$ cat config.mk
export PLATFORM = sky130hd
export DESIGN_NAME = difference_set_necklace_search_unit_flat
export DESIGN_NICKNAME = d
export VERILOG_FILES = /design/src/hdl/dsn_pkg.sv /design/src/hdl/dsn_if.sv /design/src/hdl/difference_set_necklace_search_unit.sv /design/src/flat_wrapper.sv
export SDC_FILE = /design/constraint.sdc
export NUM_CORES = 2
export LEC_CHECK = 0
export BUFFER_PORTS_ARGS = -buffer_cell sky130_fd_sc_hd__buf_2
export CAP_MARGIN = 20
export CORE_UTILIZATION = 48
export DETAILED_ROUTE_END_ITERATION = 6
export PLACE_DENSITY_LB_ADDON = 0.1
export SYNTH_ARGS = -nofsm -noshare
export SYNTH_HDL_FRONTEND = slang
export SYNTH_SLANG_ARGS = --single-unit
export TNS_END_PERCENT = 1
$ cat constraint.sdc
create_clock -name clk_i -period 47.7 [get_ports clk_i]
set_clock_uncertainty 0.1 [all_clocks]
set_input_delay 9.54 -clock clk_i [delete_from_list [all_inputs] [get_ports clk_i]]
set_output_delay 9.54 -clock clk_i [all_outputs]
set_load 0.01 [all_outputs]
$ cat src/hdl/dsn_pkg.sv
// Shared constants, codes and state type for the difference-set necklace search unit.
package dsn_pkg;

  localparam int unsigned DefMaxMarks  = 20;
  localparam int unsigned DefMaxPoints = 128;

  localparam int unsigned PosW    = 8;
  localparam int unsigned StatusW = 2;
  localparam int unsigned DensW   = 5;
  localparam int unsigned CfgIdxW = 2;
  localparam int unsigned CfgDatW = 8;
  localparam int unsigned NeedW   = 11;

  localparam logic [StatusW-1:0] STATUS_FOUND   = 2'd0;
  localparam logic [StatusW-1:0] STATUS_NONE    = 2'd1;
  localparam logic [StatusW-1:0] STATUS_BAD_CFG = 2'd2;

  localparam logic [CfgIdxW-1:0] CFG_NUM_POINTS  = 2'd0;
  localparam logic [CfgIdxW-1:0] CFG_DENSITY     = 2'd1;
  localparam logic [CfgIdxW-1:0] CFG_PRUNE_LEVEL = 2'd2;

  localparam logic [1:0] PHASE_PERIODIC = 2'd0;
  localparam logic [1:0] PHASE_LYNDON   = 2'd1;
  localparam logic [1:0] PHASE_DECR     = 2'd2;

  typedef enum logic [2:0] {
    S_IDLE,
    S_STEP,
    S_P0B,
    S_P2,
    S_ENDIFF,
    S_ENCHK,
    S_EMIT,
    S_SINGLE
  } state_e;

endpackage

$ cat src/hdl/dsn_if.sv
// Handshake channels for start items and result items.
interface dsn_start_if;
  logic valid;
  logic ready;
  logic start_req;
  modport source (output valid, output start_req, input ready);
  modport sink (input valid, input start_req, output ready);
endinterface

interface dsn_result_if;
  logic       valid;
  logic       ready;
  logic [7:0] position;
  logic [1:0] status;
  logic       last;
  modport source (output valid, output position, output status, output last, input ready);
  modport sink (input valid, input position, input status, input last, output ready);
endinterface

$ cat src/hdl/difference_set_necklace_search_unit.sv
// Sequenced backtracking search for planar difference sets over fixed-density necklaces.
//
//  channel   direction  contents
//  start_i   in         start_req
//  result_o  out        position, status, last
//  cfg       in         cfg_we_i, cfg_idx_i, cfg_data_i
//
// One item runs the whole search; the start channel is not ready until it ends.
// Each entry to a level runs every earlier mark through the difference unit and then
// the check, and each branch step goes through the single mark read port.
// Results leave through an output register; a stall there holds the search at its end.
// Reset clears the sequencer and the output valid; the stacks are written before use.
module difference_set_necklace_search_unit #(
  parameter int unsigned MAX_MARKS  = dsn_pkg::DefMaxMarks,
  parameter int unsigned MAX_POINTS = dsn_pkg::DefMaxPoints
) (
  input  logic                        clk_i,
  input  logic                        rst_ni,
  dsn_start_if.sink                   start_i,
  dsn_result_if.source                result_o,
  input  logic                        cfg_we_i,
  input  logic [dsn_pkg::CfgIdxW-1:0] cfg_idx_i,
  input  logic [dsn_pkg::CfgDatW-1:0] cfg_data_i
);
  import dsn_pkg::*;

  localparam int unsigned Depth   = MAX_MARKS + 1;
  localparam int unsigned LvlW    = $clog2(Depth);
  localparam int unsigned MapBits = MAX_POINTS / 2;
  localparam int unsigned KIdxW   = $clog2(MapBits);
  localparam int unsigned CntW    = $clog2(MapBits + 1);

  state_e state_q, state_d;

  logic [PosW-1:0]    n_q;
  logic [DensW-1:0]   d_q;
  logic [DensW-1:0]   pl_q;

  logic [PosW-1:0]    mark_mem [Depth];
  logic               lyn_mem  [Depth];
  logic [LvlW-1:0]    per_mem  [Depth];
  logic [1:0]         ph_mem   [Depth];
  logic [MapBits-1:0] map_mem  [Depth];
  logic [CntW-1:0]    cnt_mem  [Depth];

  logic [LvlW-1:0]    t_q, t_d, lvl_q, lvl_d, i_q, i_d, e_q, e_d;
  logic [PosW-1:0]    j0_q, j0_d, tmp_q, tmp_d, cur_q, cur_d;
  logic               tlyn_q, tlyn_d;
  logic [MapBits-1:0] mapw_q, mapw_d;
  logic [CntW-1:0]    cntw_q, cntw_d;
  logic signed [NeedW-1:0] base_q, base_d;
  logic [StatusW-1:0] stat_q, stat_d;

  logic               ov_q, ov_d;
  logic [PosW-1:0]    opos_q, opos_d;
  logic [StatusW-1:0] ostat_q, ostat_d;
  logic               olast_q, olast_d;

  logic               mark_we, lyn_we, lyn_wd, per_we, ph_we, map_we;
  logic [LvlW-1:0]    mark_wa, per_wa, per_wd, ph_wa;
  logic [PosW-1:0]    mark_wd;
  logic [1:0]         ph_wd;

  logic [LvlW-1:0]    ra, t1, cur_p;
  logic [1:0]         cur_ph;
  logic [PosW-1:0]    rd_mark;
  logic               out_free, accept;
  logic [2*DensW-1:0] dd;
  logic [8:0]         tail, mx, diff9, r9, nr9, k9;
  logic [PosW-1:0]    jj;
  logic [PosW+DensW-1:0] jprod;
  logic [2*LvlW:0]    tri_sum;
  logic signed [NeedW-1:0] need, cnt_s;
  logic               launch;
  logic [LvlW-1:0]    launch_lvl;
  logic [PosW-1:0]    launch_mark;

  assign t1       = t_q + LvlW'(1);
  assign cur_p    = per_mem[t_q];
  assign cur_ph   = ph_mem[t_q];
  assign out_free = !ov_q || result_o.ready;
  assign accept   = start_i.valid && start_i.ready;
  assign start_i.ready = (state_q == S_IDLE);

  assign result_o.valid    = ov_q;
  assign result_o.position = opos_q;
  assign result_o.status   = ostat_q;
  assign result_o.last     = olast_q;

  assign dd    = DensW'(d_q) * DensW'(d_q - DensW'(1));
  assign tail  = 9'(n_q) - 9'(d_q) + 9'(t1);
  assign mx    = 9'(tmp_q) + 9'(rd_mark);
  assign jj    = j0_q - PosW'(1);
  assign jprod = jj * d_q;
  assign tri_sum = (2*LvlW+1)'((lvl_q * (lvl_q + LvlW'(1))) >> 1);
  assign need  = base_q + NeedW'(signed'({1'b0, tri_sum}));
  assign cnt_s = NeedW'(signed'({1'b0, cntw_q}));

  assign diff9 = 9'(cur_q) - 9'(rd_mark);
  assign r9    = (diff9 >= 9'(n_q)) ? diff9 - 9'(n_q) : diff9;
  assign nr9   = 9'(n_q) - r9;
  assign k9    = (r9 <= nr9) ? r9 : nr9;

  always_comb begin
    unique case (state_q)
      S_STEP:  ra = (cur_ph == PHASE_PERIODIC) ? t1 - cur_p : t1;
      S_P0B:   ra = cur_p;
      S_P2:    ra = t_q;
      S_ENDIFF: ra = i_q;
      S_EMIT:  ra = e_q;
      default: ra = '0;
    endcase
    rd_mark = (ra == '0) ? '0 : mark_mem[ra];
  end

  always_comb begin
    state_d = state_q;
    unique case (state_q)
      S_IDLE: begin
        if (accept && start_i.start_req) begin
          if (d_q < DensW'(2) || 32'(d_q) > MAX_MARKS || 32'(n_q) > MAX_POINTS
              || 11'(n_q) > 11'(dd) + 11'd1 || n_q < PosW'(d_q)) begin
            state_d = S_SINGLE;
          end else begin
            state_d = S_STEP;
          end
        end
      end
      S_STEP: begin
        if (t_q == '0) begin
          state_d = (jprod < (PosW+DensW)'(n_q)) ? S_SINGLE : S_ENDIFF;
        end else begin
          unique case (cur_ph)
            PHASE_PERIODIC: state_d = S_P0B;
            PHASE_LYNDON:   state_d = lyn_mem[t1] ? S_STEP : S_ENDIFF;
            default:        state_d = S_P2;
          endcase
        end
      end
      S_P0B:    state_d = (mx <= tail) ? S_ENDIFF : S_STEP;
      S_P2:     state_d = (9'(tmp_q) <= 9'(rd_mark) + 9'd1) ? S_STEP : S_ENDIFF;
      S_ENDIFF: state_d = (i_q == lvl_q - LvlW'(1)) ? S_ENCHK : S_ENDIFF;
      S_ENCHK: begin
        if (5'(lvl_q) >= pl_q && cnt_s < need) begin
          state_d = S_STEP;
        end else if (6'(lvl_q) + 6'd1 >= 6'(d_q)) begin
          state_d = S_EMIT;
        end else begin
          state_d = S_STEP;
        end
      end
      S_EMIT:   if (out_free && 6'(e_q) == 6'(d_q)) state_d = S_IDLE;
      S_SINGLE: if (out_free) state_d = S_IDLE;
      default:  state_d = S_IDLE;
    endcase
  end

  always_comb begin
    t_d = t_q; lvl_d = lvl_q; i_d = i_q; e_d = e_q;
    j0_d = j0_q; tmp_d = tmp_q; tlyn_d = tlyn_q; cur_d = cur_q;
    mapw_d = mapw_q; cntw_d = cntw_q; base_d = base_q; stat_d = stat_q;
    ov_d = ov_q && !result_o.ready;
    opos_d = opos_q; ostat_d = ostat_q; olast_d = olast_q;
    mark_we = 1'b0; mark_wa = t1; mark_wd = '0;
    lyn_we = 1'b0; lyn_wd = 1'b1;
    per_we = 1'b0; per_wa = t1; per_wd = t1;
    ph_we = 1'b0; ph_wa = t_q; ph_wd = PHASE_DECR;
    map_we = 1'b0;
    launch = 1'b0; launch_lvl = t1; launch_mark = rd_mark;
    unique case (state_q)
      S_IDLE: begin
        t_d = '0;
        j0_d = n_q - PosW'(d_q) + PosW'(2);
        base_d = NeedW'(signed'({1'b0, n_q >> 1})) - NeedW'(signed'({1'b0, dd >> 1}));
        stat_d = (n_q < PosW'(d_q) && !(d_q < DensW'(2) || 32'(d_q) > MAX_MARKS))
                 ? STATUS_NONE : STATUS_BAD_CFG;
        if (!(d_q < DensW'(2) || 32'(d_q) > MAX_MARKS || 32'(n_q) > MAX_POINTS
              || 11'(n_q) > 11'(dd) + 11'd1)) begin
          stat_d = STATUS_NONE;
        end
      end
      S_STEP: begin
        if (t_q == '0) begin
          stat_d = STATUS_NONE;
          if (!(jprod < (PosW+DensW)'(n_q))) begin
            j0_d = jj;
            mark_we = 1'b1; mark_wd = jj;
            lyn_we = 1'b1;
            per_we = 1'b1; per_wd = LvlW'(1);
            launch = 1'b1; launch_mark = jj;
          end
        end else begin
          unique case (cur_ph)
            PHASE_PERIODIC: begin
              tmp_d = rd_mark;
              tlyn_d = lyn_mem[t1 - cur_p];
            end
            PHASE_LYNDON: begin
              ph_we = 1'b1;
              if (!lyn_mem[t1]) begin
                lyn_we = 1'b1;
                per_we = 1'b1;
                launch = 1'b1;
              end
            end
            default: tmp_d = rd_mark;
          endcase
        end
      end
      S_P0B: begin
        ph_we = 1'b1;
        mark_we = 1'b1;
        if (mx <= tail) begin
          mark_wd = PosW'(mx);
          lyn_we = 1'b1; lyn_wd = tlyn_q;
          ph_wd = PHASE_LYNDON;
          per_we = 1'b1; per_wd = cur_p;
          launch = 1'b1; launch_mark = PosW'(mx);
        end else begin
          mark_wd = PosW'(tail + 9'd1);
        end
      end
      S_P2: begin
        if (9'(tmp_q) <= 9'(rd_mark) + 9'd1) begin
          t_d = t_q - LvlW'(1);
        end else begin
          mark_we = 1'b1; mark_wd = tmp_q - PosW'(1);
          lyn_we = 1'b1;
          per_we = 1'b1;
          launch = 1'b1; launch_mark = tmp_q - PosW'(1);
        end
      end
      S_ENDIFF: begin
        i_d = i_q + LvlW'(1);
        if (k9 != 9'd0 && 32'(k9) <= MapBits && !mapw_q[KIdxW'(k9 - 9'd1)]) begin
          mapw_d[KIdxW'(k9 - 9'd1)] = 1'b1;
          cntw_d = cntw_q + CntW'(1);
        end
      end
      S_ENCHK: begin
        map_we = 1'b1;
        e_d = LvlW'(1);
        if (!(5'(lvl_q) >= pl_q && cnt_s < need)
            && !(6'(lvl_q) + 6'd1 >= 6'(d_q))) begin
          ph_we = 1'b1; ph_wa = lvl_q; ph_wd = PHASE_PERIODIC;
          t_d = lvl_q;
        end
      end
      S_EMIT: begin
        if (out_free) begin
          ov_d = 1'b1;
          opos_d = (6'(e_q) == 6'(d_q)) ? n_q : rd_mark;
          ostat_d = STATUS_FOUND;
          olast_d = (6'(e_q) == 6'(d_q));
          e_d = e_q + LvlW'(1);
        end
      end
      S_SINGLE: begin
        if (out_free) begin
          ov_d = 1'b1;
          opos_d = '0;
          ostat_d = stat_q;
          olast_d = 1'b1;
        end
      end
      default: ;
    endcase
    if (launch) begin
      lvl_d = launch_lvl;
      cur_d = launch_mark;
      i_d = '0;
      mapw_d = (t_q == '0) ? '0 : map_mem[t_q];
      cntw_d = (t_q == '0) ? '0 : cnt_mem[t_q];
    end
  end

  always_ff @(posedge clk_i or negedge rst_ni) begin
    if (!rst_ni) begin
      state_q <= S_IDLE;
      n_q <= PosW'(7);
      d_q <= DensW'(3);
      pl_q <= '0;
      t_q <= '0;
      e_q <= '0;
      ov_q <= 1'b0;
    end else begin
      state_q <= state_d;
      t_q <= t_d;
      e_q <= e_d;
      ov_q <= ov_d;
      if (cfg_we_i) begin
        unique case (cfg_idx_i)
          CFG_NUM_POINTS:  n_q <= cfg_data_i;
          CFG_DENSITY:     d_q <= cfg_data_i[DensW-1:0];
          CFG_PRUNE_LEVEL: pl_q <= cfg_data_i[DensW-1:0];
          default: ;
        endcase
      end
    end
  end

  always_ff @(posedge clk_i) begin
    lvl_q <= lvl_d; i_q <= i_d; j0_q <= j0_d; tmp_q <= tmp_d; tlyn_q <= tlyn_d;
    cur_q <= cur_d; mapw_q <= mapw_d; cntw_q <= cntw_d; base_q <= base_d;
    stat_q <= stat_d; opos_q <= opos_d; ostat_q <= ostat_d; olast_q <= olast_d;
    if (mark_we) mark_mem[mark_wa] <= mark_wd;
    if (lyn_we) lyn_mem[mark_wa] <= lyn_wd;
    if (per_we) per_mem[per_wa] <= per_wd;
    if (ph_we) ph_mem[ph_wa] <= ph_wd;
    if (map_we) begin
      map_mem[lvl_q] <= mapw_q;
      cnt_mem[lvl_q] <= cntw_q;
    end
  end

endmodule

$ cat src/flat_wrapper.sv
// flat-port wrapper written by rule: the top's interface ports become plain ports
module difference_set_necklace_search_unit_flat import dsn_pkg::*;
#(
  parameter int unsigned MAX_MARKS  = dsn_pkg::DefMaxMarks,
  parameter int unsigned MAX_POINTS = dsn_pkg::DefMaxPoints
)
  (clk_i, rst_ni, cfg_we_i, cfg_idx_i, cfg_data_i, start_i_valid, start_i_start_req, start_i_ready, result_o_valid, result_o_position, result_o_status, result_o_last, result_o_ready);
  dsn_start_if start_i_i ();
  dsn_result_if result_o_i ();
  input  logic clk_i;
  input  logic rst_ni;
  input  logic cfg_we_i;
  input  logic [dsn_pkg::CfgIdxW-1:0] cfg_idx_i;
  input  logic [dsn_pkg::CfgDatW-1:0] cfg_data_i;
  input wire logic [$bits(start_i_i.valid)-1:0] start_i_valid;
  input wire logic [$bits(start_i_i.start_req)-1:0] start_i_start_req;
  output wire logic [$bits(start_i_i.ready)-1:0] start_i_ready;
  output wire logic [$bits(result_o_i.valid)-1:0] result_o_valid;
  output wire logic [$bits(result_o_i.position)-1:0] result_o_position;
  output wire logic [$bits(result_o_i.status)-1:0] result_o_status;
  output wire logic [$bits(result_o_i.last)-1:0] result_o_last;
  input wire logic [$bits(result_o_i.ready)-1:0] result_o_ready;
  assign start_i_i.valid = start_i_valid;
  assign start_i_i.start_req = start_i_start_req;
  assign start_i_ready = start_i_i.ready;
  assign result_o_valid = result_o_i.valid;
  assign result_o_position = result_o_i.position;
  assign result_o_status = result_o_i.status;
  assign result_o_last = result_o_i.last;
  assign result_o_i.ready = result_o_ready;
  difference_set_necklace_search_unit #(.MAX_MARKS(MAX_MARKS), .MAX_POINTS(MAX_POINTS)) u_core (.clk_i(clk_i), .rst_ni(rst_ni), .start_i(start_i_i), .result_o(result_o_i), .cfg_we_i(cfg_we_i), .cfg_idx_i(cfg_idx_i), .cfg_data_i(cfg_data_i));
endmodule
==> impl_metrics.tcl <==
set metrics [dict create \
    wire_per_inst_um 29.3 \
    synth-edff-count 1943 \
    period_minus_slack_ns 16.64 \
    start_util 0.484 \
    worst-path-buf-inv 3 \
    cp.required_ns 48.05 \
    synthesis.nets 5214 \
    drtAntennaViolNets 0 \
    crit_top_cell "ha_1" \
    io_buffers 28 \
    crit_path_start_kind "register" \
    cts-htree-levels 4 \
    place_inst 7197 \
    final_cells 7574 \
    drive_above_1_share 0.197 \
    gp_congestion 0.871 \
    synth-seq-cells 1980 \
    place_hpwl_um 127000 \
    ys_warn_count 0 \
    die-area_sq_mm 0.182 \
    clkSinkCount 1980 \
    synth_area_sq_mm 0.0865 \
    fmax_mhz 60.1 \
    clk_latency_ns 0.84 \
    path_delay_family "compound AO/OA/AOI/OAI gates" \
    critical_path_class "reg2reg" \
    rsz0062_at_grt "no" \
    setup_viol 0 \
    track_usage 0.246 \
    syn2layout_area_growth_pct 11.3 \
    cts_buffers 205 \
    cts_setup_buffers 0 \
    coreArea_sq_mm 0.179 \
    postCtsHoldBufs 0 \
    dr.pass1.iters 6 \
    hp-class "reg2reg" \
    status "finished clean" \
    die_h_um 427 \
    syn_inst 4939 \
    grt_pass1_vias 47400 \
    worstMarginPinSlew_ns 1.10 \
    max_cap_violations 0 \
    antenna_found_initial 0 \
    cts_resized 0 \
    cpMaxStageDelayCell "dfrtp_4" \
    synth_ff_type "edfxtp_1" \
    relSlewSlack 0.265 \
    grt_max_degree 115 \
    drtIter0Drc 4786 \
    cts.path.max_buffers 3 \
    hold_viol 0 \
    grt_pass1_wl_um 326000 \
    cp-startpoint "u_core.t_q[0]$_DFFE_PN0P_" \
    dieWidth_um 427 \
    wirelength_um 222000 \
    slew_viol_final 0 \
    ios 29 \
    critPathMaxFanout 47 \
    cts_tree "yes" \
    post-route-period-util 0.349 \
    max_stage_delay_ns 1.02 \
    yosysSeqAreaShare 0.685 \
    avgSynthCellArea_sq_um 17.5 \
    cp.arrival_ns 17.00 \
    end_kind "register" \
    vias 46400 \
    root_buffer "clkbuf_16" \
    async_reset_ff_frac 0.0162 \
    finalSetupTns_ns 0 \
    fin_nets 5324 \
    drc 0 \
    row_count 155 \
    overflow 0 \
    synth.distinct_cells 101 \
    min_from "u_core.pl_q[2]$_DFFE_PN0P_" \
    r2r_start "u_core.t_q[0]$_DFFE_PN0P_" \
    cts.reportedPaths.clkPinSlew_ns 0.06 \
    viasPerCell 6.13 \
]
-- cells by family after synthesis --
group           synth area share
compound gates            0.0617
xor+xnor                  0.0128
fa+ha+maj                 0.0421
buf+inv                   0.0206
flops                      0.685
mux                        0.141
simple gates              0.0369
-- per-stage QoR --
| stage | setup slack [ns] | hold WS (ns) | util | area (sq um) |
|---|---|---|---|---|
| 2_1_floorplan | 28.04 | 0.379 | - | 86500 |
| 3_3_place_gp | 31.58 | 0.390 | 0.502 | 89700 |
| 3_5_place_dp | 31.23 | 0.393 | 0.502 | 89700 |
| 4_1_cts | 31.18 | 0.414 | 0.538 | 96300 |
| 5_1_grt | 29.92 | 0.446 | 0.538 | 96300 |
| 6_report | 31.06 | 0.418 | 0.538 | 96300 |
-- placed cells by master (no fill, tap or decap), types with 81 or more instances in the layout --
cell type / n
buf_4: 102
mux4_2: 401
a21oi_1: 238
inv_1: 175
o21ai_0: 87
mux2_2: 111
a211oi_1: 154
clkbuf_16: 205
nor2_1: 188
mux2i_1: 167
edfxtp_1: 1943
ha_1: 207
xnor2_1: 81
nand2_1: 195
-- cell usage after synthesis, drive strengths merged, types with 14 or more instances --
library cell / instances / area, sq um
o21bai: 19 / 143
nand3: 43 / 215
a21o: 36 / 270
nor2b: 30 / 188
xor2: 45 / 394
a21oi: 251 / 1310
ha: 207 / 2590
mux2: 112 / 1260
o21ai: 106 / 542
nor2: 212 / 811
fa: 52 / 1040
edfxtp: 1943 / 58300
and2: 27 / 169
inv: 177 / 664
nand2: 195 / 732
dfrtp: 27 / 676
clkbuf: 132 / 495
nor3: 52 / 282
o211ai: 15 / 113
o21a: 14 / 106
a221oi: 77 / 674
xnor2: 81 / 709
nand2b: 34 / 213
buf: 105 / 601
and3: 15 / 98.8
mux4: 409 / 9240
nand4: 15 / 100
a211oi: 160 / 1230
mux2i: 170 / 1710
-- path summary, 6_finish.rpt --
| path | slack, ns | cells past startpoint | to |
|---|---|---|---|
| setup / recovery | 31.06 | 52 | u_core.cntw_q[3]$_DFFE_PP_ |
| hold / removal | 0.42 | 1 | u_core.pl_q[2]$_DFFE_PN0P_ |
| setup reg to reg | 31.06 | 52 | u_core.cntw_q[3]$_DFFE_PP_ |
| hold reg to reg | 0.42 | 1 | u_core.pl_q[2]$_DFFE_PN0P_ |
| max in group asynchronous | 38.05 | 1 | u_core.t_q[3]$_DFFE_PN0P_ |
| min in group asynchronous | 8.76 | 1 | u_core.d_q[4]$_DFFE_PN0P_ |
-- layout make-up --
class	count	area, sq um
fillers	14100	82500
inverters	183	687
clock buffers	258	5350
repair buffers	140	1090
clock inverters	117	1190
diodes	2	5.00
multi-input cells	2539	25700
well taps	2355	2950
flip-flops and latches	1980	59300
-- sequential cells by signal, indices dropped and copies added (netlist names), 10 cells and up --
signal           cells
u_core.mark_mem    160
u_core.lyn_mem      21
u_core.base_q       10
u_core.cnt_mem     147
u_core.mapw_q       64
u_core.per_mem     105
u_core.map_mem    1344
u_core.ph_mem       42
-- layer usage --
metal,vias up,track usage,share of wire
met4,0,0.0602,0.023
li1,20100,-,-
met1,24500,0.353,0.44
met5,-,0,0
met3,328,0.0355,0.058
met2,1514,0.398,0.48
Power is left out: the tool's default activity adds up to more than one toggle a clock period on the data nets, which glitch-free logic cannot reach.
